## src/design/assert_macros.svh

```systemverilog
// assertion macros shared by the nth-root block
// no dependencies; included by the files that carry assertions
`ifndef ASSERT_MACROS_SVH
`define ASSERT_MACROS_SVH

// concurrent check of a property on the rising clock edge, off during reset
`define NRB_ASSERT(label, prop, msg) \
  label: assert property (@(posedge clk_i) disable iff (!rst_ni) (prop)) else $error(msg);

// same-cycle implication
`define NRB_ASSERT_IMP(label, ante, cons, msg) \
  `NRB_ASSERT(label, (ante) |-> (cons), msg)

// next-cycle implication
`define NRB_ASSERT_NXT(label, ante, cons, msg) \
  `NRB_ASSERT(label, (ante) |=> (cons), msg)

`endif

```

## src/design/nrb_pkg.sv

```systemverilog
// shared types and constants of the nth-root bisection block
// no dependencies; used by nrb_pow and nth_root_bisection_top
`timescale 1ns / 1ps

package nrb_pkg;

  // fixed-point value format
  localparam int FracBits = 16;
  localparam int IntBits  = 16;
  localparam int ValBits  = IntBits + FracBits;

  typedef logic [ValBits-1:0] val_t;

  localparam val_t One     = val_t'(1) << FracBits;
  localparam val_t ValMask = '1;

  // round guard and default degree limit
  localparam int MaxRounds     = 2 * ValBits + 8;
  localparam int RoundW        = $clog2(MaxRounds);
  localparam int DefMaxExponent = 16;

  // sequencer states
  typedef enum logic [1:0] {
    ST_IDLE,
    ST_POW,
    ST_UPDATE,
    ST_CHECK
  } nrb_state_e;

  // control from the sequencer to the power unit
  typedef struct packed {
    logic load;
    logic step;
  } pow_ctrl_t;

endpackage

```

## src/design/nrb_pow.sv

```systemverilog
// shared power unit: one saturating fixed-point multiply per step into an accumulator
// depends on nrb_pkg and assert_macros.svh
`timescale 1ns / 1ps
`include "assert_macros.svh"

module nrb_pow (
  input  logic              clk_i,
  input  logic              rst_ni,
  input  nrb_pkg::pow_ctrl_t ctrl_i,
  input  nrb_pkg::val_t     guess_i,
  output nrb_pkg::val_t     pow_o,
  output logic              sat_o
);

  localparam int VW = nrb_pkg::ValBits;
  localparam int FB = nrb_pkg::FracBits;

  nrb_pkg::val_t   pow_q, pow_d;
  logic            sat_q, sat_d;
  logic [2*VW-1:0] prod;
  logic            ovf;

  // full-width product and overflow of the shifted result
  assign prod = (2*VW)'(pow_q) * (2*VW)'(guess_i);
  assign ovf  = |prod[2*VW-1:VW+FB];

  // accumulator update, held once saturated
  always_comb begin
    pow_d = pow_q;
    sat_d = sat_q;
    if (ctrl_i.load) begin
      pow_d = nrb_pkg::One;
      sat_d = 1'b0;
    end else if (ctrl_i.step && !sat_q) begin
      if (ovf) begin
        pow_d = nrb_pkg::ValMask;
        sat_d = 1'b1;
      end else begin
        pow_d = prod[VW+FB-1:FB];
      end
    end
  end

  // saturation flag
  always_ff @(posedge clk_i or negedge rst_ni) begin
    if (!rst_ni) begin
      sat_q <= 1'b0;
    end else begin
      sat_q <= sat_d;
    end
  end

  // accumulator
  always_ff @(posedge clk_i) begin
    pow_q <= pow_d;
  end

  assign pow_o = pow_q;
  assign sat_o = sat_q;

  `NRB_ASSERT_IMP(a_sat_holds_max, sat_q, pow_q == nrb_pkg::ValMask, "saturated power not at max")
  `NRB_ASSERT_NXT(a_load_clears, ctrl_i.load, !sat_q && pow_q == nrb_pkg::One, "load did not set 1.0")
  `NRB_ASSERT_NXT(a_sat_sticky, sat_q && !ctrl_i.load, sat_q, "saturation dropped without load")

endmodule

```

## src/design/nth_root_bisection_top.sv

```systemverilog
// nth-root by bisection: sequencer, bounds and tolerance register around the power unit
// depends on nrb_pkg, nrb_pow and assert_macros.svh
`timescale 1ns / 1ps
`include "assert_macros.svh"

//  channel   ports                               direction  handshake
//  request   start, radicand_i, exponent_i       in         start & !busy
//  result    done_o, root_o                      out        done_o, one cycle
//  config    cfg_valid_i, cfg_data_i, cfg_ready_o in        cfg_valid_i & cfg_ready_o
//
//  A request runs R rounds after the accepting edge, then the result strobe;
//  m = min(n, MAX_EXPONENT), R rounds (at most 72, about 33 for a tight tolerance): each
//  round runs m steps of the shared multiplier, one per cycle, then sees the count
//  complete, moves the bounds and tests the change.
//  busy is high from the cycle after acceptance until the result strobe.
//  Reset puts the sequencer idle and the tolerance to one LSB; no clearing pass.
//  The result cannot be held off; the next request may start in the strobe cycle.
module nth_root_bisection_top #(
  parameter int MAX_EXPONENT = nrb_pkg::DefMaxExponent
) (
  input  logic        clk_i,
  input  logic        rst_ni,
  input  logic        start,
  output logic        busy,
  input  logic [31:0] radicand_i,
  input  logic [4:0]  exponent_i,
  output logic        done_o,
  output logic [31:0] root_o,
  input  logic        cfg_valid_i,
  output logic        cfg_ready_o,
  input  logic [31:0] cfg_data_i
);

  localparam int ExpW = $clog2(MAX_EXPONENT + 1);
  localparam int RW   = nrb_pkg::RoundW;

  nrb_pkg::nrb_state_e state_q, state_d;
  nrb_pkg::pow_ctrl_t  pow_ctrl;
  nrb_pkg::val_t       x_q, lo_q, hi_q, guess_q, mid_q, root_q;
  nrb_pkg::val_t       pow, lo_n, hi_n, mid_n, hi_init, change;
  logic [31:0]         tol_q;
  logic [ExpW-1:0]     n_q, n_in, cnt_q;
  logic [RW-1:0]       round_q;
  logic                pow_sat, less, stop, accept, done_q;

  // shared power unit
  nrb_pow u_pow (
    .clk_i   (clk_i),
    .rst_ni  (rst_ni),
    .ctrl_i  (pow_ctrl),
    .guess_i (guess_q),
    .pow_o   (pow),
    .sat_o   (pow_sat)
  );

  assign accept = start && (state_q == nrb_pkg::ST_IDLE);

  // clamp the degree
  always_comb begin
    if (32'(exponent_i) > 32'(MAX_EXPONENT)) begin
      n_in = ExpW'(MAX_EXPONENT);
    end else begin
      n_in = ExpW'(exponent_i);
    end
  end

  // upper bound is max(1.0, x)
  assign hi_init = (nrb_pkg::val_t'(radicand_i) < nrb_pkg::One) ?
                   nrb_pkg::One : nrb_pkg::val_t'(radicand_i);

  // bound move and new midpoint
  assign less  = !pow_sat && (pow < x_q);
  assign lo_n  = less ? guess_q : lo_q;
  assign hi_n  = less ? hi_q : guess_q;
  assign mid_n = lo_n + ((hi_n - lo_n) >> 1);

  // stop test on the guess change
  assign change = (mid_q >= guess_q) ? (mid_q - guess_q) : (guess_q - mid_q);
  assign stop   = (32'(change) <= tol_q) || (round_q == RW'(nrb_pkg::MaxRounds - 1));

  // next state
  always_comb begin
    state_d = state_q;
    unique case (state_q)
      nrb_pkg::ST_IDLE: begin
        if (start) state_d = nrb_pkg::ST_POW;
      end
      nrb_pkg::ST_POW: begin
        if (cnt_q == n_q) state_d = nrb_pkg::ST_UPDATE;
      end
      nrb_pkg::ST_UPDATE: begin
        state_d = nrb_pkg::ST_CHECK;
      end
      nrb_pkg::ST_CHECK: begin
        state_d = stop ? nrb_pkg::ST_IDLE : nrb_pkg::ST_POW;
      end
      default: state_d = nrb_pkg::ST_IDLE;
    endcase
  end

  // sequencer outputs
  always_comb begin
    pow_ctrl = '0;
    unique case (state_q)
      nrb_pkg::ST_IDLE:   pow_ctrl.load = start;
      nrb_pkg::ST_POW:    pow_ctrl.step = (cnt_q != n_q);
      nrb_pkg::ST_UPDATE: pow_ctrl = '0;
      nrb_pkg::ST_CHECK:  pow_ctrl.load = !stop;
      default:            pow_ctrl = '0;
    endcase
  end

  // control registers
  always_ff @(posedge clk_i or negedge rst_ni) begin
    if (!rst_ni) begin
      state_q <= nrb_pkg::ST_IDLE;
      done_q  <= 1'b0;
      cnt_q   <= '0;
      round_q <= '0;
      tol_q   <= 32'd1;
    end else begin
      state_q <= state_d;
      done_q  <= (state_q == nrb_pkg::ST_CHECK) && stop;
      if (cfg_valid_i && cfg_ready_o) tol_q <= cfg_data_i;
      if (accept) begin
        cnt_q   <= '0;
        round_q <= '0;
      end else if (pow_ctrl.step) begin
        cnt_q <= cnt_q + 1'b1;
      end else if ((state_q == nrb_pkg::ST_CHECK) && !stop) begin
        cnt_q   <= '0;
        round_q <= round_q + 1'b1;
      end
    end
  end

  // datapath registers
  always_ff @(posedge clk_i) begin
    if (accept) begin
      x_q     <= nrb_pkg::val_t'(radicand_i);
      n_q     <= n_in;
      lo_q    <= '0;
      hi_q    <= hi_init;
      guess_q <= hi_init >> 1;
    end
    if (state_q == nrb_pkg::ST_UPDATE) begin
      lo_q  <= lo_n;
      hi_q  <= hi_n;
      mid_q <= mid_n;
    end
    if (state_q == nrb_pkg::ST_CHECK) begin
      if (stop) root_q <= mid_q;
      else      guess_q <= mid_q;
    end
  end

  assign busy        = (state_q != nrb_pkg::ST_IDLE);
  assign cfg_ready_o = !busy;
  assign done_o      = done_q;
  assign root_o      = 32'(root_q);

  `NRB_ASSERT_IMP(a_done_idle, done_q, state_q == nrb_pkg::ST_IDLE, "strobe while busy")
  `NRB_ASSERT_NXT(a_check_stop, state_q == nrb_pkg::ST_CHECK && stop, done_q, "missing strobe")
  `NRB_ASSERT_IMP(a_mid_in_bounds, state_q == nrb_pkg::ST_CHECK,
                  mid_q >= lo_q && mid_q <= hi_q, "midpoint outside bounds")

endmodule
```

## config.mk

```make
export PLATFORM = sky130hd
export DESIGN_NAME = nth_root_bisection_top
export DESIGN_NICKNAME = d
export VERILOG_FILES = /design/src/design/nrb_pkg.sv /design/src/design/nrb_pow.sv /design/src/design/nth_root_bisection_top.sv
export VERILOG_INCLUDE_DIRS = /design/src /design/src/design
export SDC_FILE = /design/constraint.sdc
export NUM_CORES = 2
export LEC_CHECK = 0
export BUFFER_PORTS_ARGS = -buffer_cell sky130_fd_sc_hd__buf_2
export CORE_UTILIZATION = 50
export CTS_BUF_LIST = sky130_fd_sc_hd__clkbuf_4 sky130_fd_sc_hd__clkbuf_8
export CTS_CLUSTER_SIZE = 10
export DETAILED_ROUTE_END_ITERATION = 6
export PLACE_DENSITY = 0.77
export SKIP_LAST_GASP = 1
export SLEW_MARGIN = 0
export SYNTH_ARGS = -nofsm -noshare
export SYNTH_HDL_FRONTEND = slang
export SYNTH_SLANG_ARGS = --single-unit
```

## constraint.sdc

```tcl
create_clock -name clk_i -period 16.11 [get_ports clk_i]
set_input_delay 2.4165 -clock clk_i [delete_from_list [all_inputs] [get_ports clk_i]]
set_output_delay 2.4165 -clock clk_i [all_outputs]
set_load 0.01 [all_outputs]
```

==> impl_results.md <==
* CTS resizes at 0
* CP dominant cell by count: fa_1
* Metal-1 WL at 56.82 mm
* CP max FO at 31
* Setup TNS Final at 0 ns
* Hold Path Origin: tol_q[14]
* Worst Reg-to-Reg Cells at 28
* DRT Pass-1 Iters at 6
* Number of global-route vias before repair at 43011
* Syn Inst Count at 5752
* IO Port Bufs at 107
* Post-synth cell types at 97
* Clk buf depth at 3
* Die area at 106400 µm²
* Detail Placement HPWL at 111.1 mm
* Slew margin rel. at 0.2403
* Drt wl/cell at 20.74 µm
* Via density at 5.703
* GP Congestion at 0.9548
* Fin nets at 7096
* Setup Fix Bufs, Post-CTS at 0
* Routed wl met2 at 69.75 mm
* Async SR Flop Fraction at 0.1733
* Initial DRC count at 3393
* Non-filler instance count after layout at 7098
* Initial antenna violation count at 7
* EDFF count, synth at 165
* Final period util at 0.6094
* Hold Buf Count CTS at 0
* Detailed Route WL at 147.2 mm
* Critical Path Start Type: flop
* Cell taking the most area after synthesis: fa_1
* Commonest cells post-synth: inv_1 (1078), fa_1 (899), and2_1 (682)
* CP Capture Type: flop
* Min-Delay Path Depth at 1
* Top sig layer: met5
* Sequential area share after synthesis at 0.1415
* DRC viols at 0
* Top FF cell, synth: edfxtp_1
* R2R Path End: u_pow.pow_o[4]
* CP max-delay cell: dfxtp_1
* I/O pins at 108
* Fmax at 101.9 MHz
* Final setup vio count at 0
* Placeable Area at 103900 µm²
* RSZ-0062 raised after global routing: no
* Antenna Nets Post-Route at 0
* Largest net degree at the start of global routing at 81
* H-tree Lvls at 2
* HP Class: reg -> reg
* Arr. time, crit path at 10.34 ns
* WP data required at 16.63 ns
* YS warnings at 0
* Layout cells sized above 1 at 0.06982
* Die W at 326.3 µm
* Max-Cap Viols at 0
* Worst-case hold path end point: tol_q[14]
* Critical Path Max Stage Delay at 0.71 ns
* GRT Util Overall at 0.2823
* Placed Cells at 6997
* Die height at 326.3 µm
* Setup CP Type: reg -> reg
* #FFs+latches synth at 277
* Count of final max-slew check failures at 0
* Met3 WL post-DR at 13.06 mm
* First-pass GRT wire length at 235.4 mm
* Reg2reg setup slack at 6.29 ns
* Routed via count at 40479
* Mean post-synth cell area at 9.140 µm²
* CTS tree: yes
* Initial Utilization at 0.5058
* Cell with the most instances after synthesis: inv_1
* Num CTS Buffers at 52
* Clk slew on worst S/H paths at 0.07 ns
* Clk sink count at 277
* Overflow after GRT at 0
* Layout area overhead at 5.255%
* Tightest Pin Transition at 1.140 ns
* Top cell type's share of synthesized area at 0.3423
* Site Rows at 118
* Status: finished, final reports clean
* Leading cell types by total area after synthesis: fa_1 (34%), ha_1 (11%), edfxtp_1 (9.4%), and2_1 (8.1%), inv_1 (7.7%)
* Clk_lat worst skew at 0.73 ns
* Clock root cell: clkbuf_8
* R2r startpoint: guess_q[5]
* Final hold viol count at 0
* Net Count, Synth at 7177
* Crit path time final at 9.817 ns
* Layout Skew at 0.07348 ns
* Netlist Area Pre-Place at 52570 µm²
-- worst max-delay path by stage --
stage	from	to	slack (ns)
after floorplan	guess_q[8]	u_pow.pow_o[0]	8.02
after global placement	guess_q[2]	u_pow.pow_o[24]	6.62
after detailed placement	guess_q[2]	u_pow.pow_o[19]	6.48
after CTS	guess_q[2]	u_pow.pow_o[19]	6.45
after global routing	guess_q[2]	u_pow.pow_o[15]	5.95
final	guess_q[5]	u_pow.pow_o[4]	6.29
-- logic make-up after synthesis --
group | synth area share
xor gates and xnor gates | 0.02266
and+or+nand+nor | 0.1635
muxes | 0.02104
buffers and inverters | 0.1012
DFF | 0.1415
adders and majority gates | 0.4501
AOI/OAI and AO/OA | 0.09991
-- critical path: cells and delay by family, from the launching register on --
kind,cells,cell delay [ns]
buffers and inverters,6,1.09
AND/OR/NAND/NOR,4,0.67
adder cells (fa/ha/maj),9,4.35
flip-flops,1,0.71
AO/OA/AOI/OAI,9,2.76
-- layout make-up --
| class | instances | area, µm² |
|---|---|---|
| Clock buffer | 71 | 895.9 |
| Fill cell | 9221 | 48600 |
| Clock inverter | 27 | 227.7 |
| Sequential cell | 277 | 7445 |
| Timing Repair Buffer | 185 | 1121 |
| Inverter | 1079 | 4050 |
| Antenna cell | 3 | 7.507 |
| Multi-Input combinational cell | 4076 | 39860 |
| Tap cell | 1380 | 1727 |
-- metrics by stage --
stage	hold WS, ns	util	setup WS (ns)	cell area (µm²)
4_1_cts	0.5079	0.5323	6.448	55330
3_3_place_gp	0.4900	0.5215	6.616	54200
3_5_place_dp	0.4894	0.5215	6.481	54200
2_1_floorplan	0.4543	-	8.018	52570
5_1_grt	0.5272	0.5324	5.951	55340
6_report	0.5053	0.5324	6.293	55340
-- flip-flops by register name, summed over array words and instances, names as in the netlist --
name / count
x_q: 32
cnt_q: 5
done_o: 1
state_q: 2
mid_q: 32
n_q: 5
hi_q: 32
round_q: 7
root_o: 32
lo_q: 32
u_pow.pow_o: 32
guess_q: 32
u_pow.sat_o: 1
tol_q: 32
-- per-layer routing --
metal / GRT usage / vias up
li1: - / 17886
met1: 0.3566 / 20228
met2: 0.4672 / 1865
met3: 0.05362 / 496
met4: 0.1332 / 4
met5: 0 / -
-- cells in the final DEF (no fill, tap or decap), drive strengths merged, types with 14 or more instances in the layout --
master  count
o21ai     221
o21a       21
and3       17
edfxtp    165
inv      1082
and2      682
nor3       28
dfxtp      64
nand2b     29
nand3      43
a211oi     18
o21bai     45
buf       185
nor2b      29
clkinv     17
clkbuf     71
mux2       52
a21oi     224
nor2      158
fa        899
nand4      57
or3        14
xnor2      88
a31oi      62
xor2       48
nand2     591
dfrtp      47
mux2i      52
ha        453
a21o      110
Power is left out: the tool's default activity adds up to more than one toggle a clock period on the data nets, which glitch-free logic cannot reach.
